$ cat config.mk
export PLATFORM = sky130hd
export DESIGN_NAME = block_rms_level_smoother_flat
export DESIGN_NICKNAME = d
export VERILOG_FILES = /design/src/rtl/core/brls_pkg.sv /design/src/rtl/core/brls_stream_ifs.sv /design/src/rtl/core/brls_mul.sv /design/src/rtl/core/brls_root.sv /design/src/rtl/core/block_rms_level_smoother.sv /design/src/flat_wrapper.sv
export VERILOG_INCLUDE_DIRS = /design/src /design/src/rtl/core
export SDC_FILE = /design/constraint.sdc
export NUM_CORES = 1
export LEC_CHECK = 0
export BUFFER_PORTS_ARGS = -buffer_cell sky130_fd_sc_hd__buf_2
export CAP_MARGIN = 0
export CORE_MARGIN = 2
export CORE_UTILIZATION = 55
export CTS_CLUSTER_DIAMETER = 50
export DETAILED_ROUTE_END_ITERATION = 8
export PLACE_DENSITY_LB_ADDON = 0.1
export REMOVE_ABC_BUFFERS = 1
export SETUP_SLACK_MARGIN = 0.4
export SLEW_MARGIN = 20
export SYNTH_ARGS = -nofsm -noshare
export SYNTH_HDL_FRONTEND = slang
export SYNTH_SLANG_ARGS = --single-unit
$ cat constraint.sdc
create_clock -name clk -period 7.2 [get_ports clk]
set_input_delay 1.44 -clock clk [delete_from_list [all_inputs] [get_ports clk]]
set_output_delay 1.44 -clock clk [all_outputs]
set_load 0.02 [all_outputs]
$ cat src/rtl/core/block_rms_level_smoother_defines.svh
// Assertion macros for the block RMS level smoother.
// Depends on signals named clk and arst_n in the module that uses them.
`ifndef BLOCK_RMS_LEVEL_SMOOTHER_DEFINES_SVH
`define BLOCK_RMS_LEVEL_SMOOTHER_DEFINES_SVH

// property checked on every rising clk edge outside reset
`define BRLS_ASSERT(lbl, prop, msg) \
	lbl: assert property (@(posedge clk) disable iff (!arst_n) (prop)) else $error(msg);

// condition that must never be seen
`define BRLS_ASSERT_NEVER(lbl, cond, msg) \
	`BRLS_ASSERT(lbl, !(cond), msg)

`endif

$ cat src/rtl/core/brls_pkg.sv
// Shared constants and width helpers for the block RMS level smoother.
// No dependencies.
package brls_pkg;

	localparam int SAMPLE_W      = 16;   // width of the sample field
	localparam int SAMPLE_BITS   = 16;   // bits of the field that carry the sample
	localparam int LEVEL_W       = 16;
	localparam int WEIGHT_W      = 16;
	localparam int WEIGHT_FRAC   = 16;
	localparam int MUL_W         = 17;   // operand width of the shared multiplier
	localparam int ACC_W         = 2 * MUL_W;
	localparam int MAX_BLOCK_DEF = 4096;

	localparam logic [WEIGHT_W-1:0] WEIGHT_RESET = 16'd9830;
	localparam logic [MUL_W-1:0]    WEIGHT_ONE   = 17'd65536;
	localparam logic [ACC_W-1:0]    ROUND_HALF   = 34'd32768;
	localparam logic [LEVEL_W-1:0]  RMS_MAX      = 16'd32768;

	function automatic int cnt_width(int max_block);
		return $clog2(max_block + 1);
	endfunction

	// squares are at most 2^(2*SAMPLE_BITS-2), one spare bit keeps room for the root
	function automatic int sum_width(int max_block);
		return $clog2(max_block + 1) + 2 * SAMPLE_BITS - 1;
	endfunction

endpackage

$ cat src/rtl/core/brls_stream_ifs.sv
// Valid/ready channel interfaces: sample input, level output, weight write.
// Depends on brls_pkg.
interface brls_in_if import brls_pkg::*; ();
	logic                       valid;
	logic                       ready;
	logic signed [SAMPLE_W-1:0] sample;
	logic                       last_sample;
	modport source (output valid, sample, last_sample, input ready);
	modport sink (input valid, sample, last_sample, output ready);
endinterface

interface brls_out_if import brls_pkg::*; ();
	logic               valid;
	logic               ready;
	logic [LEVEL_W-1:0] level;
	logic               overrun;
	modport source (output valid, level, overrun, input ready);
	modport sink (input valid, level, overrun, output ready);
endinterface

interface brls_cfg_if import brls_pkg::*; ();
	logic                valid;
	logic                ready;
	logic [WEIGHT_W-1:0] smoothing_weight;
	modport source (output valid, smoothing_weight, input ready);
	modport sink (input valid, smoothing_weight, output ready);
endinterface

$ cat src/rtl/core/brls_mul.sv
// Shared unsigned multiplier with a registered product.
// Depends on brls_pkg.
module brls_mul import brls_pkg::*; #(
	parameter int W = MUL_W
) (
	input  logic           clk,
	input  logic [W-1:0]   a,
	input  logic [W-1:0]   b,
	output logic [2*W-1:0] p_q
);

	always_ff @(posedge clk) begin
		p_q <= a * b;
	end

endmodule

$ cat src/rtl/core/brls_root.sv
// Iterative mean and root unit: restoring divide of the square sum by the
// count, then digit-by-digit integer square root, one shared compare-subtract.
// Depends on brls_pkg.
module brls_root import brls_pkg::*; #(
	parameter int MAX_BLOCK = MAX_BLOCK_DEF,
	localparam int CNT_W = cnt_width(MAX_BLOCK),
	localparam int SUM_W = sum_width(MAX_BLOCK)
) (
	input  logic                   clk,
	input  logic                   arst_n,
	input  logic                   start,
	input  logic [SUM_W-1:0]       square_sum,
	input  logic [CNT_W-1:0]       sample_count,
	output logic                   done,
	output logic [SAMPLE_BITS-1:0] root
);

	localparam int CMP_W = (CNT_W + 1 > SAMPLE_BITS + 2) ? CNT_W + 1 : SAMPLE_BITS + 2;
	localparam int IT_W  = $clog2(SUM_W);

	localparam logic [1:0] PH_IDLE = 2'd0;
	localparam logic [1:0] PH_DIV  = 2'd1;
	localparam logic [1:0] PH_SQRT = 2'd2;

	logic [1:0]             phase_q;
	logic [IT_W-1:0]        it_q;
	logic                   done_q;
	logic [SUM_W-1:0]       dq_q;    // dividend, then quotient, then root operand
	logic [CNT_W-1:0]       div_q;
	logic [CMP_W-1:0]       rem_q;
	logic [SAMPLE_BITS-1:0] root_q;

	logic [CMP_W-1:0] rem_div;
	logic [CMP_W-1:0] rem_sq;
	logic [CMP_W-1:0] op_a;
	logic [CMP_W-1:0] op_b;
	logic [CMP_W:0]   diff;
	logic             ge;

	always_comb begin
		rem_div = {rem_q[CMP_W-2:0], dq_q[SUM_W-1]};
		rem_sq  = {rem_q[CMP_W-3:0], dq_q[2*SAMPLE_BITS-1 -: 2]};
		if (phase_q == PH_SQRT) begin
			op_a = rem_sq;
			op_b = CMP_W'({root_q, 2'b01});
		end else begin
			op_a = rem_div;
			op_b = CMP_W'(div_q);
		end
		diff = {1'b0, op_a} - {1'b0, op_b};
		ge   = !diff[CMP_W];
	end

	always_ff @(posedge clk or negedge arst_n) begin
		if (!arst_n) begin
			phase_q <= PH_IDLE;
			it_q    <= '0;
			done_q  <= 1'b0;
		end else begin
			done_q <= 1'b0;
			unique case (phase_q)
				PH_IDLE: begin
					if (start) begin
						phase_q <= PH_DIV;
						it_q    <= '0;
					end
				end
				PH_DIV: begin
					if (it_q == IT_W'(SUM_W - 1)) begin
						phase_q <= PH_SQRT;
						it_q    <= '0;
					end else begin
						it_q <= it_q + IT_W'(1);
					end
				end
				PH_SQRT: begin
					if (it_q == IT_W'(SAMPLE_BITS - 1)) begin
						phase_q <= PH_IDLE;
						done_q  <= 1'b1;
					end else begin
						it_q <= it_q + IT_W'(1);
					end
				end
				default: phase_q <= PH_IDLE;
			endcase
		end
	end

	always_ff @(posedge clk) begin
		unique case (phase_q)
			PH_IDLE: begin
				if (start) begin
					dq_q  <= square_sum;
					div_q <= sample_count;
					rem_q <= '0;
				end
			end
			PH_DIV: begin
				dq_q <= {dq_q[SUM_W-2:0], ge};
				if (it_q == IT_W'(SUM_W - 1)) begin
					rem_q  <= '0;
					root_q <= '0;
				end else begin
					rem_q <= ge ? diff[CMP_W-1:0] : op_a;
				end
			end
			PH_SQRT: begin
				rem_q  <= ge ? diff[CMP_W-1:0] : op_a;
				root_q <= {root_q[SAMPLE_BITS-2:0], ge};
				dq_q   <= {dq_q[SUM_W-3:0], 2'b00};
			end
			default: ;
		endcase
	end

	assign done = done_q;
	assign root = root_q;

endmodule

$ cat src/rtl/core/block_rms_level_smoother.sv
// Top level of the block RMS level smoother: sequencer, accumulator, smoothing.
// Depends on brls_pkg, brls_stream_ifs, brls_mul, brls_root and the defines header.
//
// Usage: samples enter on smp (sample, last_sample) one at a time while a block
// is being summed; each sample's square comes from the shared multiplier and is
// added to the running sum the next cycle, with smp.ready low until then. The
// item carrying last_sample ends the block: the mean square is divided out one
// quotient bit a cycle over the sum width, the root of SAMPLE_BITS bits follows,
// and the smoothing multiply-adds run on the same multiplier. smp.ready stays
// low until the level item is in the output register. Samples past MAX_BLOCK
// in one block are dropped and the result carries overrun. A finished level
// waits in the output register; a stalled res holds the sequencer only at its
// final step. cfg writes the smoothing weight and is always ready.
// Reset clears sum, count, level and overrun and sets the weight to 0.15.
`include "block_rms_level_smoother_defines.svh"
module block_rms_level_smoother import brls_pkg::*; #(
	parameter int MAX_BLOCK = MAX_BLOCK_DEF
) (
	input logic      clk,
	input logic      arst_n,
	brls_in_if.sink  smp,
	brls_out_if.source res,
	brls_cfg_if.sink cfg
);

	localparam int CNT_W = cnt_width(MAX_BLOCK);
	localparam int SUM_W = sum_width(MAX_BLOCK);
	localparam int RSH   = (SAMPLE_BITS >= LEVEL_W) ? SAMPLE_BITS - LEVEL_W : 0;
	localparam int LSH   = (SAMPLE_BITS < LEVEL_W) ? LEVEL_W - SAMPLE_BITS : 0;
	localparam int RMS_W = LEVEL_W + SAMPLE_BITS;

	localparam logic [2:0] ST_IDLE  = 3'd0;
	localparam logic [2:0] ST_ACC   = 3'd1;
	localparam logic [2:0] ST_DIVGO = 3'd2;
	localparam logic [2:0] ST_ROOT  = 3'd3;
	localparam logic [2:0] ST_MUL1  = 3'd4;
	localparam logic [2:0] ST_MUL2  = 3'd5;
	localparam logic [2:0] ST_OUT   = 3'd6;

	logic [2:0]          state_q;
	logic [SUM_W-1:0]    sum_q;
	logic [CNT_W-1:0]    cnt_q;
	logic                ovr_q;
	logic                last_q;
	logic [LEVEL_W-1:0]  level_q;
	logic [WEIGHT_W-1:0] weight_q;
	logic [ACC_W-1:0]    acc_q;
	logic                out_valid_q;
	logic [LEVEL_W-1:0]  level_out_q;
	logic                ovr_out_q;

	logic [SAMPLE_BITS-1:0] raw;
	logic [SAMPLE_BITS-1:0] mag;
	logic [MUL_W-1:0]       mul_a;
	logic [MUL_W-1:0]       mul_b;
	logic [ACC_W-1:0]       mul_p;
	logic                   root_done;
	logic [SAMPLE_BITS-1:0] root;
	logic [RMS_W-1:0]       rms_wide;
	logic [LEVEL_W-1:0]     rms;
	logic [ACC_W-1:0]       acc_sum;
	logic [LEVEL_W-1:0]     new_level;

	// two's complement magnitude; the most negative code maps to 2^(bits-1)
	assign raw = smp.sample[SAMPLE_BITS-1:0];
	assign mag = raw[SAMPLE_BITS-1] ? (~raw + SAMPLE_BITS'(1)) : raw;

	always_comb begin
		rms_wide = (RMS_W'(root) >> RSH) << LSH;
		rms      = (rms_wide > RMS_W'(RMS_MAX)) ? RMS_MAX : LEVEL_W'(rms_wide);
	end

	always_comb begin
		unique case (state_q)
			ST_MUL1: begin
				mul_a = MUL_W'(level_q);
				mul_b = WEIGHT_ONE - MUL_W'(weight_q);
			end
			ST_MUL2, ST_OUT: begin
				mul_a = MUL_W'(rms);
				mul_b = MUL_W'(weight_q);
			end
			default: begin
				mul_a = MUL_W'(mag);
				mul_b = MUL_W'(mag);
			end
		endcase
	end

	assign acc_sum   = acc_q + mul_p + ROUND_HALF;
	assign new_level = acc_sum[WEIGHT_FRAC +: LEVEL_W];

	brls_mul #(.W(MUL_W)) u_mul (
		.clk (clk),
		.a   (mul_a),
		.b   (mul_b),
		.p_q (mul_p)
	);

	brls_root #(.MAX_BLOCK(MAX_BLOCK)) u_root (
		.clk          (clk),
		.arst_n       (arst_n),
		.start        (state_q == ST_DIVGO),
		.square_sum   (sum_q),
		.sample_count (cnt_q),
		.done         (root_done),
		.root         (root)
	);

	always_ff @(posedge clk or negedge arst_n) begin
		if (!arst_n) begin
			state_q     <= ST_IDLE;
			sum_q       <= '0;
			cnt_q       <= '0;
			ovr_q       <= 1'b0;
			last_q      <= 1'b0;
			level_q     <= '0;
			weight_q    <= WEIGHT_RESET;
			acc_q       <= '0;
			out_valid_q <= 1'b0;
			level_out_q <= '0;
			ovr_out_q   <= 1'b0;
		end else begin
			if (cfg.valid) begin
				weight_q <= cfg.smoothing_weight;
			end
			// ST_OUT reloads the output register itself
			if (out_valid_q && res.ready && (state_q != ST_OUT)) begin
				out_valid_q <= 1'b0;
			end
			unique case (state_q)
				ST_IDLE: begin
					if (smp.valid) begin
						last_q  <= smp.last_sample;
						state_q <= ST_ACC;
					end
				end
				ST_ACC: begin
					if (cnt_q < CNT_W'(MAX_BLOCK)) begin
						sum_q <= sum_q + SUM_W'(mul_p);
						cnt_q <= cnt_q + CNT_W'(1);
					end else begin
						ovr_q <= 1'b1;
					end
					state_q <= last_q ? ST_DIVGO : ST_IDLE;
				end
				ST_DIVGO: begin
					// root unit latches sum and count on this edge
					sum_q   <= '0;
					cnt_q   <= '0;
					state_q <= ST_ROOT;
				end
				ST_ROOT: begin
					if (root_done) begin
						state_q <= ST_MUL1;
					end
				end
				ST_MUL1: state_q <= ST_MUL2;
				ST_MUL2: begin
					acc_q   <= mul_p;
					state_q <= ST_OUT;
				end
				ST_OUT: begin
					if (!out_valid_q || res.ready) begin
						level_q     <= new_level;
						level_out_q <= new_level;
						ovr_out_q   <= ovr_q;
						ovr_q       <= 1'b0;
						out_valid_q <= 1'b1;
						state_q     <= ST_IDLE;
					end
				end
				default: state_q <= ST_IDLE;
			endcase
		end
	end

	assign smp.ready   = (state_q == ST_IDLE);
	assign cfg.ready   = 1'b1;
	assign res.valid   = out_valid_q;
	assign res.level   = level_out_q;
	assign res.overrun = ovr_out_q;

	`BRLS_ASSERT(a_level_range, res.valid |-> (res.level <= RMS_MAX), "level above 1.0")
	`BRLS_ASSERT(a_count_range, cnt_q <= CNT_W'(MAX_BLOCK), "sample count past block limit")
	`BRLS_ASSERT(a_busy_after_start, (state_q == ST_DIVGO) |=> !smp.ready, "ready during root")
	`BRLS_ASSERT_NEVER(a_stray_done, root_done && (state_q != ST_ROOT), "root done while not waiting")

endmodule
$ cat src/flat_wrapper.sv
// flat-port wrapper written by rule: the top's interface ports become plain ports
module block_rms_level_smoother_flat import brls_pkg::*;
#(
	parameter int MAX_BLOCK = MAX_BLOCK_DEF
)
  (clk, arst_n, smp_valid, smp_sample, smp_last_sample, smp_ready, res_valid, res_level, res_overrun, res_ready, cfg_valid, cfg_smoothing_weight, cfg_ready);
  brls_in_if smp_i ();
  brls_out_if res_i ();
  brls_cfg_if cfg_i ();
  input logic clk;
  input logic arst_n;
  input wire logic [$bits(smp_i.valid)-1:0] smp_valid;
  input wire logic [$bits(smp_i.sample)-1:0] smp_sample;
  input wire logic [$bits(smp_i.last_sample)-1:0] smp_last_sample;
  output wire logic [$bits(smp_i.ready)-1:0] smp_ready;
  output wire logic [$bits(res_i.valid)-1:0] res_valid;
  output wire logic [$bits(res_i.level)-1:0] res_level;
  output wire logic [$bits(res_i.overrun)-1:0] res_overrun;
  input wire logic [$bits(res_i.ready)-1:0] res_ready;
  input wire logic [$bits(cfg_i.valid)-1:0] cfg_valid;
  input wire logic [$bits(cfg_i.smoothing_weight)-1:0] cfg_smoothing_weight;
  output wire logic [$bits(cfg_i.ready)-1:0] cfg_ready;
  assign smp_i.valid = smp_valid;
  assign smp_i.sample = smp_sample;
  assign smp_i.last_sample = smp_last_sample;
  assign smp_ready = smp_i.ready;
  assign res_valid = res_i.valid;
  assign res_level = res_i.level;
  assign res_overrun = res_i.overrun;
  assign res_i.ready = res_ready;
  assign cfg_i.valid = cfg_valid;
  assign cfg_i.smoothing_weight = cfg_smoothing_weight;
  assign cfg_ready = cfg_i.ready;
  block_rms_level_smoother #(.MAX_BLOCK(MAX_BLOCK)) u_core (.clk(clk), .arst_n(arst_n), .smp(smp_i), .res(res_i), .cfg(cfg_i));
endmodule
; After elaboration in Yosys (flattened, before gate mapping)
; Index checks and enable logic that the tools add are counted.
[word_totals]
ff_bits = 260
output_inout_bits = 20
[op_classes]
reduce_logical = 22
bitwise = 1
order_cmp = 2
muxes = 39
eq_ne = 20
n_mul = 1
add_sub_neg = 8
[ops]
columns = operator, count
row1 = 44-bit one-hot mux with 3 select lines, 1
row2 = 44-bit 2-to-1 mux, 2
row3 = 44-bit one-hot mux with 2 select lines, 1
row4 = 16-bit one-hot mux with 2 select lines, 2
row5 = 17-bit 2-to-1 mux, 3
row6 = 17-bit one-hot mux with 3 select lines, 1
row7 = 16-bit 2-to-1 mux, 3
row8 = 44-bit by 33-bit adder with 44-bit output, 1
row9 = 18-bit 2-to-1 mux, 2
row10 = 17-bit one-hot mux with 2 select lines, 1
row11 = 16-bit by 17-bit multiplier with 33-bit output, 1
row12 = "32-bit by 16-bit adder with 32-bit output, second input constant", 1
row13 = 32-bit adder, 1
row14 = 13-bit one-hot mux with 2 select lines, 1
row15 = 3-bit one-hot mux with 7 select lines, 1
row16 = 18-bit by 18-bit subtractor with 19-bit output, 1
row17 = 6-bit 2-to-1 mux, 3
row18 = 6-bit one-hot mux with 3 select lines, 1
row19 = "17-bit by 16-bit subtractor with 17-bit output, first input constant", 1
row20 = "16-bit by 1-bit adder with 16-bit output, second input constant", 1
row21 = "16-bit greater-than comparator, second input constant", 1
row22 = 16-bit inverter, 1
row23 = "13-bit by 1-bit adder with 13-bit output, second input constant", 1
row24 = "13-bit < comparator, second input constant", 1
row25 = 27 further kinds, 60

; Depth between registers and ports, before layout
; Gate-level depths: netlist of the first run.
[depth]
depth_word = 6
mapped_depth = 31
mapped_depth_nobuf = 30

; Modules after synthesis
; A second synthesis of the first run with hierarchy kept.
[unflattened]
hier_cells = 2807
hier_area_um2 = 25914.9
[modules_own_cells]
columns = mod, seq_area_each_um2, cells_each, area_per_inst_um2, n_inst
row1 = brls_mul, 680.7, 1190, 10461.3, 1
row2 = block_rms_level_smoother, 3211.8, 1074, 9623.0, 1
row3 = brls_root, 2927.8, 543, 5830.6, 1

; Worst setup path before layout of the first run
; OpenSTA, ideal clock, no wires.
[synth_timing]
path_kind = in2reg
startpoint = in smp_sample[9]
endpoint = reg u_core.u_mul.p_q[31]
setup_ns = 0.072
setup_slack_ns = -1.342
required_time_ns = 7.128
cell_stages = 27
arrival_time_ns = 8.470
cell_sequence = or4_1 > or3_1 > or2_4 > o31ai_4 > xor2_1 > nor2_1 > a221o_1 > nand2_1 > fa_1 > fa_1 > inv_1 > fa_1 > fa_1 > fa_1 > inv_1 > fa_1 > inv_1 > ha_1 > and3_1 > and3_1 > and3_1 > a21oi_1 > a21oi_1 > o211ai_1 > a21boi_0 > o22ai_1 > xnor2_1
[synth_via]
elab_chain_len = 5
elab_cells_between_ends = 6
[synth_rtl]
columns = element, line
row1 = from (decl), flat_wrapper.sv:13  ; input wire logic [$bits(smp_i.sample)-1:0] smp_sample;
row2 = 16-bit inverter, block_rms_level_smoother.sv:66  ; assign mag = raw[SAMPLE_BITS-1] ? (~raw + SAMPLE_BITS'(1)) : raw;
row3 = 16-bit by 1-bit adder with 16-bit output, block_rms_level_smoother.sv:66
row4 = 16-bit 2-to-1 mux (*), block_rms_level_smoother.sv:66
row5 = 16-bit one-hot mux with 2 select lines / 17-bit one-hot mux with 2 select lines (equally long branches), block_rms_level_smoother.sv:74  ; unique case (state_q)
row6 = 16-bit by 17-bit multiplier with 33-bit output (*), brls_mul.sv:13  ; p_q <= a * b;
row7 = to (signal assigned), brls_mul.sv:13
row8 = to (decl), brls_mul.sv:9  ; output logic [2*W-1:0] p_q
; Every way passes the cells marked *; elsewhere a longest branch is shown, timed or not.
; A chain may end at the register's enable or synchronous reset.

; Worst setup path in the final report of the first run
[layout_timing]
startpoint = in smp_sample[8]
endpoint = reg u_core.u_mul.p_q[32]
; Same word-level chain as after synthesis.

==> results of run 1 <==
## layout make-up
cell class / instances / area, um2 / share of cell area, %
inverter: 279 / 1050 / 3.61
timing repair buffer: 390 / 2920 / 10.1
clock buffer: 40 / 865 / 2.98
tap: 585 / 732 / 2.52
sequential: 260 / 6800 / 23.4
multi-input combinational: 1982 / 16500 / 56.9
clock inverter: 18 / 131 / 0.453
## routing by layer
metal | vias to the layer above | GRT usage, %
li1 | 9596 | -
met1 | 9992 | 42.8
met2 | 609 | 54.0
met3 | 129 | 2.74
met4 | 0 | 10.1
met5 | - | 0
## power by group through the flow
stage | logic [mW] | registers [mW] | clock network [mW]
2_1_floorplan | 6.83 | 2.09 | 0
3_3_place_gp | 11.0 | 2.14 | 0
3_5_place_dp | 11.2 | 2.15 | 0
4_1_cts | 12.4 | 2.12 | 1.54
5_1_grt | 14.2 | 2.15 | 1.61
6_report | 13.0 | 2.12 | 1.52
## how the worst max path moves through the flow
| stage | start | endpoint | slack, ns | cells past startpoint |
|---|---|---|---|---|
| after floorplan | smp_sample[4] | u_core.u_mul.p_q[32] | -1.53 | 28 |
| after global placement | smp_sample[9] | u_core.u_mul.p_q[31] | -1.71 | 27 |
| after detailed placement | smp_sample[9] | u_core.u_mul.p_q[32] | -1.80 | 29 |
| after CTS | smp_sample[8] | u_core.u_mul.p_q[31] | -0.88 | 31 |
| after global routing | smp_sample[8] | u_core.u_mul.p_q[31] | -1.15 | 29 |
| final | smp_sample[8] | u_core.u_mul.p_q[32] | -0.97 | 32 |
## placed cells by master (no fill, tap or decap), types with 64 or more instances in the layout
cell                       synthesis  layout
sky130_fd_sc_hd__nand2_1         306     302
sky130_fd_sc_hd__dfrtp_1         130     130
sky130_fd_sc_hd__fa_1            210     205
sky130_fd_sc_hd__ha_1            223     214
sky130_fd_sc_hd__mux2_2           64      64
sky130_fd_sc_hd__buf_4             1     317
sky130_fd_sc_hd__a21oi_1         175     161
sky130_fd_sc_hd__inv_1           275     268
sky130_fd_sc_hd__o21ai_0         116     107
sky130_fd_sc_hd__nor2_1          255     247
sky130_fd_sc_hd__edfxtp_1         90      90
## kinds of logic (layout without fill, tap and decap cells)
| kind of cell | after synthesis | in the layout |
|---|---|---|
| DFF | 260 | 260 |
| muxes | 86 | 86 |
| and+or+nand+nor | 807 | 807 |
| adders and majority gates | 433 | 433 |
| buffers and inverters | 371 | 727 |
| AOI/OAI and AO/OA | 543 | 543 |
| other | 1 | 1 |
| xor gates and xnor gates | 112 | 112 |
## per-stage QoR
step	total power, mW	cell area, um2	hold slack [ns]
floorplan	8.92	23900	0.440
global placement	13.1	27400	0.468
detailed placement	13.4	27400	0.474
CTS	16.1	28800	0.485
global route	18.0	29000	0.502
finish	16.6	29000	0.483
## worst max-delay path, delay by kind of cell
| kind | cells | cell delay (ns) |
|---|---|---|
| AND/OR/NAND/NOR | 5 | 1.24 |
| XOR/XNOR | 2 | 0.20 |
| buffers and inverters | 9 | 0.92 |
| AO/OA/AOI/OAI | 9 | 1.68 |
| adder cells (fa/ha/maj) | 7 | 3.14 |
## synth_stat cells (all sizes together), types with 18 or more instances
library cell,instances,area [um2]
xnor2,62,543
mux2i,22,220
a21o,40,300
clkbuf,76,285
inv,278,1040
and2,52,325
nand3,33,165
nand4,19,119
edfxtp,90,2700
nor2,255,957
xor2,50,438
a22oi,43,323
nor3,18,90.1
dfrtp,130,3250
ha,223,2790
o21a,28,210
mux2,64,721
o21ai,119,596
and3,27,169
nand2,306,1150
dfxtp,33,661
a21oi,175,876
fa,210,4200
## repair_timing
item / in CTS / in global routing
setup endpoints to repair: 23 / 24
endpoints found under the hold margin: 0 / 0
pin swaps: 84 / 55
gates resized for setup: 68 / 46
setup buffers: 14 / 4
hold buffers: 0 / 0
## state kept, by name, indices dropped and copies added, names as in the netlist, 2 cells and up
signal	count
u_core.sum_q	44
u_core.u_root.dq_q	44
u_core.u_root.root	16
u_core.u_mul.p_q	33
u_core.weight_q	16
u_core.u_root.phase_q	2
u_core.u_root.it_q	6
u_core.acc_q	32
u_core.state_q	3
u_core.u_root.rem_q	17
u_core.cnt_q	13
u_core.u_root.div_q	13
u_core.level_q	16
==> metrics.sh, run 1 <==
RUN_STATUS='finished with violations'
FAILED_CHECKS='negative setup slack'
IO_BUFFERS=56
GLOBAL_ROUTE.USAGE.TOTAL_PCT=31.6
PRE_CTS_WS_NS=-1.80
FINALCRITPERIODSHARE_PCT=113
TOTAL_NUMBER_OF_NETS_IN_THE_FINAL_DESIGN=3415
POST_ROUTE_CELLS_DRIVE_ABOVE_1_SHARE_PCT=21.2
DRT.ANTENNA.VIOLATING_NETS=0
VIASPERCELL=5.72
PLACEMENT_ROWS=76
LAYOUT.CELLS.NON_FILLER=3554
R2R_SLACK_NS=-0.43
SYN2LAYOUT_AREA_GROWTH_PCT=19.6
POST_SYNTH_AND_OR_NAND_NOR_AREA_FRACTION_PCT=15.0
POST_SYNTH.CELL_AREA_AVG_UM2=9.28
MAX-CAP-VIOLATIONS=0
SYNTH_XOR_XNOR_AREA_SHARE_PCT=4.04
SYNTHFLOPTYPE='sky130_fd_sc_hd__dfrtp_1'
NUMBER_OF_WARNINGS_REPORTED_IN_THE_YOSYS_SYNTHESIS_LOG=0
CLOCK-SINKS=260
REGTOREGENDPOINT='u_core.u_mul.p_q[31]'
TIGHTESTPINTRANSITION_NS=0.919
TIMING.REG2REG.WORST_PATH_DEPTH=28
YOSYS-MUX-AREA-FRACTION_PCT=3.88
RELSLEWSLACK_PCT=38.6
FMAX_MHz=122
YS_SEQ_AREA_SHARE_PCT=28.0
DP.CELLS=3478
ARRIVAL_NS=8.63
DIE_W_UM=214
R2R_START='u_core.weight_q[3]'
GLOBALPLACE.CONGESTION=0.960
SWITCHING_SHARE_PCT=45.2
POWER.SHARE.SEQUENTIAL_PCT=12.8
SYNTHESIZED_FLOP_AND_LATCH_TOTAL=260
SETUP-TNS-FINAL_NS=-13.98
SKEW_NS=0.0174
MIN_PERIOD_NS=8.17
POST_SYNTH_INST_COUNT=2613
FLOORPLAN.CORE_AREA_UM2=43300
CLOCKROOTBUFFER='sky130_fd_sc_hd__clkbuf_16'
TIMING.FINAL.MAX_SLEW_VIOLATIONS=0
SYNTHDISTINCTLIBCELLS=83
CTS-ROOT-TO-SINK-BUFFERS=3
FIRST_GLOBAL_VIAS=20900
P_PER_AREA_nW_PER_UM2=572
CTS_BUFFERS=31
TOP_LAYER='met4'
CLKLATENCYLATEPIN_NS=0.58
TIMING.CRITICAL_PATH.TO_TYPE='register'
WL_MET2_MM=34.5
ROUTE.DETAILED.WL_PER_INST_UM=20.1
FIN_UTIL_PCT=67.1
SYNTH_COMPOUND_AREA_SHARE_PCT=14.4
GRT_FIRST_PASS_WIRELENGTH_MM=114
WORST-SETUP-PATH-TYPE='in -> reg'
DETAIL_ROUTE.FIRST_PASS.ITERATIONS=5
CRITPATHREQUIREDTIME_NS=7.66
TOP_LEVEL_PORTS=58
SHARE_COMB_OF_TOTAL_POWER_PCT=78.1
HOLD_PATH_END='u_core.u_root.div_q[11]'
POWER.SHARE.CLOCK_PCT=9.1
POST_SYNTH_INSTANCE_AREA_UM2=24300
GRT-OVFL-TOTAL=0
HOLD_CLASS='reg -> reg'
CTS-HTREE-LEVELS=1
VDD.IR_DROP.WORST_mV=1.03
DIEHEIGHT_UM=214
REPORT.FINAL.HOLD_VIOL_COUNT=0
MIN_PATH_CELLS=0
INTERNAL_POWER_mW=9.10
CLKTRANSATPATHREGS_NS=0.06
MAX_STAGE_DELAY_NS=0.54
WORST_HOLD_LAUNCH='u_core.cnt_q[11]'
INITIAL_ANTENNA_VIOLATION_COUNT=0
YOSYS.AREA_SHARE.ADDER_PCT=28.8
TOTAL_DIE_AREA_UM2=45800
DRCVIOLATIONCOUNT=0
CELLLEAKAGEPOWER_nW=14.0
FFS_W_ASYNC_S_R_SYNTH_PCT=52.7
DETAIL_ROUTE.WIRELENGTH_MM=71.5
DRT_ITER0_DRC=1519
ANTENNA-DIODE-COUNT=0
HPWL_DETAILED_MM=58.1
GRT_MAX_DEGREE=91
FLOORPLAN.INITIALDENSITY_PCT=56.1
NET-SWITCHING-POWER_mW=7.51
TIMING.CRITICAL_PATH.SLOWEST_STAGE_CELL='sky130_fd_sc_hd__fa_2'
FINAL_LAYOUT_FILL_CELL_COUNT=3571
WORST_CASE_SETUP_MARGIN_IN_THE_FINAL_LAYOUT_NS=-0.967
WL_MET1_MM=31.1
CRIT_PATH_FREQUENT_CELL='sky130_fd_sc_hd__buf_6'
VIAS=20300
CRITICAL_PATH.MAX_FANOUT=4
WL_MET3_MM=3.46
GRT_SETUP_UNREPAIRED='yes'
CTS_TREE='built'
SYNTH_TOP_FAMILY_BY_AREA='adder cells'
TIMING.FINAL.SETUP_VIOLATIONS=21
CRITICAL_PATH.STARTPOINT_TYPE='input pin'
SYNTH-EDFF-COUNT=90
Note: power is estimated with default switching activity, not from simulation.
==> run 2, diff against run 1 <==
SYNTH_HIERARCHICAL = 1   (was not set)
==> run 2 against run 1 <==
Compared with the run above:
- the run still ends with negative setup slack left
- critical path type unchanged
- critical path depth shrank 6
- routed wire length shrank 0.90%
- non-clock buffer count grew 3
- highest routed layer unchanged
- worst hold slack lost 0.011 ns
- final cell count grew 5.7%
==> metrics.sh, run 2 <==
RUN_STATUS='finished with violations'
FAILED_CHECKS='negative setup slack'
FLOORPLAN.CORE_AREA_UM2=46600
SYNTH.LARGEST_AREA_CELL='sky130_fd_sc_hd__fa_1'
SYNTH_TOP_CELLS_BY_COUNT='sky130_fd_sc_hd__inv_1 (343), sky130_fd_sc_hd__nand2_1 (328), sky130_fd_sc_hd__ha_1 (228), sky130_fd_sc_hd__fa_1 (226), sky130_fd_sc_hd__a21oi_1 (165)'
MAX-CAP-VIOLATIONS=0
SYN2LAYOUT_AREA_GROWTH_PCT=22.2
SYNTHFLOPTYPE='sky130_fd_sc_hd__dfrtp_1'
POST_SYNTH.CELL_AREA_AVG_UM2=9.23
FINAL_LAYOUT_FILL_CELL_COUNT=3598
GRT_MAX_DEGREE=91
DRT.ANTENNA.VIOLATING_NETS=0
SYNTHTOPCELLSBYAREA='sky130_fd_sc_hd__fa_1 (17%), sky130_fd_sc_hd__dfrtp_1 (13%), sky130_fd_sc_hd__ha_1 (11%), sky130_fd_sc_hd__edfxtp_1 (10%), sky130_fd_sc_hd__inv_1 (5.0%)'
CLKTRANSATPATHREGS_NS=0.06
TOTAL_DIE_AREA_UM2=48900
CRITICAL_PATH.STARTPOINT_TYPE='input pin'
CTS_BUFFERS=36
DIEHEIGHT_UM=221
CTS_TREE='built'
DETAIL_ROUTE.FIRST_PASS.ITERATIONS=5
TIMING.FINAL.MAX_SLEW_VIOLATIONS=0
FIN_UTIL_PCT=68.0
MAX_STAGE_DELAY_NS=0.54
VIASPERCELL=5.79
DRT_ITER0_DRC=1502
WORST-SETUP-PATH-TYPE='in -> reg'
IO_BUFFERS=56
STDCELL_AREA_UM2=31700
FLOORPLAN.INITIALDENSITY_PCT=55.7
REPORT.FINAL.HOLD_VIOL_COUNT=0
WORST_HOLD_SLACK_NS=0.472
GLOBALPLACE.CONGESTION=0.943
POST-SYNTH-TOP-COUNT-CELL='sky130_fd_sc_hd__inv_1'
GLOBAL_ROUTE.USAGE.TOTAL_PCT=29.3
CLOCKROOTBUFFER='sky130_fd_sc_hd__clkbuf_16'
SKEW_NS=0.0345
CRIT_PATH_FREQUENT_CELL='sky130_fd_sc_hd__fa_1'
GRT_FIRST_PASS_WIRELENGTH_MM=116
RELSLEWSLACK_PCT=31.4
PRE_CTS_WS_NS=-1.58
ARRIVAL_NS=8.17
VIAS=21800
NUMBER_OF_WARNINGS_REPORTED_IN_THE_YOSYS_SYNTHESIS_LOG=6
POST_DP_CELL_AREA_UM2=28700
TOP_LEVEL_PORTS=58
MIN_PERIOD_NS=7.73
YOSYSTOPAREACELLSHARE_PCT=17.5
FMAX_MHz=129
FINALCRITPERIODSHARE_PCT=107
DIE_W_UM=221
FFS_W_ASYNC_S_R_SYNTH_PCT=52.5
CRITPATHREQUIREDTIME_NS=7.64
HOLD_CLASS='reg -> reg'
CTS-ROOT-TO-SINK-BUFFERS=3
ANTENNA-DIODE-COUNT=0
LAYOUT_COMMON_CELLS='sky130_fd_sc_hd__inv_1 (312), sky130_fd_sc_hd__nand2_1 (300), sky130_fd_sc_hd__buf_4 (287)'
DRCVIOLATIONCOUNT=0
PLACEMENT_ROWS=79
FIRST_GLOBAL_VIAS=22400
ROUTE.DETAILED.WL_PER_INST_UM=18.9
POST_SYNTH_INSTANCE_AREA_UM2=25900
TIMING.REG2REG.WORST_PATH_DEPTH=25
TIMING.CRITICAL_PATH.TO_TYPE='register'
CRITICAL_PATH.MAX_FANOUT=5
YS_SEQ_AREA_SHARE_PCT=26.3
GRT-OVFL-TOTAL=0
CTS-HTREE-LEVELS=2
INITIAL_ANTENNA_VIOLATION_COUNT=0
CLKLATENCYLATEPIN_NS=0.55
WORST_CASE_SETUP_MARGIN_IN_THE_FINAL_LAYOUT_NS=-0.526
SYNTHESIZED_FLOP_AND_LATCH_TOTAL=261
HPWL_DETAILED_MM=54.8
MIN_PATH_CELLS=1
DETAIL_ROUTE.WIRELENGTH_MM=70.9
SYNTH-EDFF-COUNT=90
MOSTFREQUENTLAYOUTCELL='sky130_fd_sc_hd__inv_1'
CLOCK-SINKS=261
POST_SYNTH_INST_COUNT=2807
TIGHTESTPINTRANSITION_NS=1.03
POST_ROUTE_CELLS_DRIVE_ABOVE_1_SHARE_PCT=24.9
GRT_SETUP_UNREPAIRED='yes'
SYNTHDISTINCTLIBCELLS=102
LEADING_REGISTERS_BY_FLOP_COUNT='u_core/sum_q (44), u_core/u_root/dq_q (44), u_core/u_mul/p_q (34)'
TOTAL_NUMBER_OF_NETS_IN_THE_FINAL_DESIGN=3615
TIMING.FINAL.SETUP_VIOLATIONS=19
TIMING.CRITICAL_PATH.SLOWEST_STAGE_CELL='sky130_fd_sc_hd__or4_4'
[run 2: cells by family after synthesis]
kind of cell	synth area share, %
and+or+nand+nor	16.2
AOI/OAI and AO/OA	14.5
buffers and inverters	7.02
adders and majority gates	28.5
DFF	26.3
muxes	4.24
xor gates and xnor gates	3.28
other	0.0290
[run 2: critical path: cells and delay by family]
kind / cells / cell delay (ns)
AOI/OAI and AO/OA: 3 / 0.70
muxes: 1 / 0.22
xor gates and xnor gates: 1 / 0.20
buffers and inverters: 5 / 0.31
and+or+nand+nor: 9 / 2.04
adders and majority gates: 7 / 3.26
[run 2: timing repair]
item                                    CTS  global route
endpoints found under the setup margin   24            25
hold buffers                              0             0
gates resized for setup                 227            88
setup buffers                            41            17
cloned                                    1             0
pin swaps                               172           101
[run 2: through the flow]
step           setup TNS (ns)  instances
6_report                -7.44       3757
4_1_cts                 -5.85       3740
5_1_grt                -10.70       3757
2_1_floorplan          -18.12       2691
3_3_place_gp           -28.18       3633
3_5_place_dp           -28.94       3633
[run 2: worst paths after layout]
kind                                         start                   end  slack (ns)
worst max-delay path                 smp_sample[8]  u_core/u_mul/p_q[31]       -0.53
worst min-delay path              u_core/sum_q[43]      u_core/sum_q[43]        0.47
worst max register to register  u_core/weight_q[1]  u_core/u_mul/p_q[31]       -0.32
worst min register to register    u_core/sum_q[43]      u_core/sum_q[43]        0.47
max in group asynchronous                   arst_n      u_core/sum_q[35]        4.92
min in group asynchronous                   arst_n       u_core/sum_q[7]        0.91
[run 2: final cells by class]
type / instances / area (um2) / share of cell area, %
Timing Repair Buffer: 393 / 3160 / 9.97
Sequential cell: 261 / 6820 / 21.5
Multi-Input combinational cell: 2086 / 18500 / 58.4
Tap cell: 607 / 759 / 2.40
Inverter: 345 / 1290 / 4.09
Clock buffer: 51 / 1010 / 3.19
Clock inverter: 14 / 129 / 0.407
[run 2: layer usage]
| layer | global-route usage (%) | wire, um | vias to the layer above |
|---|---|---|---|
| met1 | 38.3 | 29400 | 10600 |
| met3 | 4.45 | 4370 | 191 |
| met4 | 12.9 | 3240 | 0 |
| met5 | 0 | 0 | - |
| li1 | - | - | 10200 |
| met2 | 48.4 | 33900 | 717 |
Power of run 2 is not shown: default switching activity piles up to over one toggle a cycle in this logic, so the estimate is an artifact.
==> run 3, diff against run 2 <==
MAX_ROUTING_LAYER = met4   (was not set)
==> run 3 against run 2 <==
Compared with the run above:
- the run still ends with negative setup slack left
- critical endpoint unchanged
- highest routed layer unchanged
- clock skew is 0.016 ns lower
- register-to-register slack hardly changed
- worst hold slack better by 0.0088 ns
- sequential cell count stayed put
- final cell count hardly changed
- global-route usage is 1.1 points higher
- first-iteration DRC count is 13% lower
==> metrics.sh, run 3 (synthesized netlist as in run 2, its figures left out) <==
RUN_STATUS='finished with violations'
FAILED_CHECKS='negative setup slack'
DRCVIOLATIONCOUNT=0
GLOBAL_ROUTE.USAGE.TOTAL_PCT=30.4
DRT_ITER0_DRC=1305
MIN_PATH_CELLS=2
TIGHTESTPINTRANSITION_NS=0.998
TOTAL_NUMBER_OF_NETS_IN_THE_FINAL_DESIGN=3612
DIE_W_UM=221
VIASPERCELL=5.77
ARRIVAL_NS=8.30
SKEW_NS=0.0184
FLOORPLAN.INITIALDENSITY_PCT=55.7
R2R_SLACK_NS=-0.32
LEADING_REGISTERS_BY_FLOP_COUNT='u_core/sum_q (44), u_core/u_root/dq_q (44), u_core/u_mul/p_q (34)'
HOLD_PATH_END='u_core/acc_q[15]'
CTS_TREE='built'
ANTENNA-DIODE-COUNT=0
CTS-ROOT-TO-SINK-BUFFERS=3
TIMING.FINAL.SETUP_VIOLATIONS=19
WORST_HOLD_SLACK_NS=0.481
REGTOREGENDPOINT='u_core/u_mul/p_q[29]'
CTS_BUFFERS=37
WORST_CASE_SETUP_MARGIN_IN_THE_FINAL_LAYOUT_NS=-0.661
DRT.ANTENNA.VIOLATING_NETS=0
FIRST_GLOBAL_VIAS=22200
VIAS=21600
FINAL_LAYOUT_FILL_CELL_COUNT=3682
LAYOUT_COMMON_CELLS='sky130_fd_sc_hd__inv_1 (321), sky130_fd_sc_hd__nand2_1 (310), sky130_fd_sc_hd__buf_4 (280)'
REPORT.FINAL.HOLD_VIOL_COUNT=0
ROUTE.DETAILED.WL_PER_INST_UM=19.1
FINALCRITPERIODSHARE_PCT=109
SETUP-TNS-FINAL_NS=-8.96
DETAIL_ROUTE.FIRST_PASS.ITERATIONS=6
CLOCK-SINKS=261
GLOBALPLACE.CONGESTION=0.947
GRT_SETUP_UNREPAIRED='yes'
WORST-SETUP-PATH-TYPE='in -> reg'
CLKTRANSATPATHREGS_NS=0.06
MAX-CAP-VIOLATIONS=0
FMAX_MHz=127
INITIAL_ANTENNA_VIOLATION_COUNT=0
PLACEMENT_ROWS=79
WORST_HOLD_LAUNCH='u_core/acc_q[15]'
CRITICAL_PATH.STARTPOINT_TYPE='input pin'
TIMING.CRITICAL_PATH.SLOWEST_STAGE_CELL='sky130_fd_sc_hd__or4_4'
DIEHEIGHT_UM=221
TOP_LEVEL_PORTS=58
MOSTFREQUENTLAYOUTCELL='sky130_fd_sc_hd__inv_1'
RELSLEWSLACK_PCT=33.3
FLOORPLAN.CORE_AREA_UM2=46600
CRITICAL_PATH.MAX_FANOUT=6
CRIT_PATH_FREQUENT_CELL='sky130_fd_sc_hd__fa_1'
CTS-HTREE-LEVELS=2
HOLD_CLASS='reg -> reg'
R2R_START='u_core/weight_q[0]'
GRT-OVFL-TOTAL=0
GRT_FIRST_PASS_WIRELENGTH_MM=116
MIN_PERIOD_NS=7.86
GRT_MAX_DEGREE=92
HPWL_DETAILED_MM=55.6
DETAIL_ROUTE.WIRELENGTH_MM=71.7
CLOCKROOTBUFFER='sky130_fd_sc_hd__clkbuf_16'
TIMING.CRITICAL_PATH.TO_TYPE='register'
TOTAL_DIE_AREA_UM2=48900
POST_ROUTE_CELLS_DRIVE_ABOVE_1_SHARE_PCT=23.6
TIMING.REG2REG.WORST_PATH_DEPTH=25
FIN_UTIL_PCT=68.0
CLKLATENCYLATEPIN_NS=0.55
SYN2LAYOUT_AREA_GROWTH_PCT=22.1
TIMING.FINAL.MAX_SLEW_VIOLATIONS=0
POST_CTS_HOLD_BUFFER_COUNT=0
CRITPATHREQUIREDTIME_NS=7.64
MAX_STAGE_DELAY_NS=0.53
IO_BUFFERS=56
-- run 3: changes by cell type in the layout (fill, tap and decap cells not counted), sizes merged --
cell / delta
bufinv: +1
clkinv: +2
bufbuf: +1
a221o: -1
clkbuf: -2
clkinvlp: -2
buf: -3
inv: +2
-- run 3: how the worst max path moves through the flow --
stage | cells past startpoint | start | end
final | 27 | smp_sample[8] | u_core/u_mul/p_q[31]
after detailed placement | 25 | smp_sample[9] | u_core/u_mul/p_q[31]
after global routing | 27 | smp_sample[8] | u_core/u_mul/p_q[31]
after global placement | 27 | smp_sample[9] | u_core/u_mul/p_q[31]
after floorplan | 23 | smp_sample[1] | u_core/u_mul/p_q[31]
after CTS | 27 | smp_sample[8] | u_core/u_mul/p_q[31]
-- run 3: cell type report --
type	instances	area [um2]	area share, %
Sequential cell	261	6820	21.6
Multi-Input combinational cell	2085	18400	58.1
Clock buffer	50	1070	3.37
Inverter	345	1300	4.10
Tap cell	607	759	2.40
Clock inverter	17	180	0.569
Timing Repair Buffer	390	3140	9.93
-- run 3: metal layers --
metal | share of wire, % | vias to the layer above | track usage [%]
li1 | - | 10200 | -
met1 | 43 | 10600 | 39.3
met3 | 5.3 | 202 | 3.41
met4 | 4.2 | 0 | 11.4
met5 | 0 | - | -
met2 | 48 | 646 | 49.5
-- run 3: what timing repair did --
action | 4_1_cts | 5_1_grt
resized for setup | 212 | 60
buffers inserted | 36 | 16
setup endpoints to repair | 25 | 25
pin swaps | 168 | 26
-- run 3: worst max-delay path: cells and delay by family --
kind	cells	cell delay (ns)
and+or+nand+nor	7	1.89
AOI/OAI and AO/OA	5	0.79
buffers and inverters	6	0.52
xor gates and xnor gates	1	0.19
muxes	1	0.20
adders and majority gates	7	3.25
-- run 3: metrics by stage --
stage               setup slack [ns]  std cells  area, um2
floorplan                      -1.16       2691      25400
global placement               -1.55       3636      28700
detailed placement             -1.63       3636      28700
CTS                           -0.533       3739      31200
global route                  -0.849       3755      31600
finish                        -0.661       3755      31600
Power of run 3 is left out for the same reason.
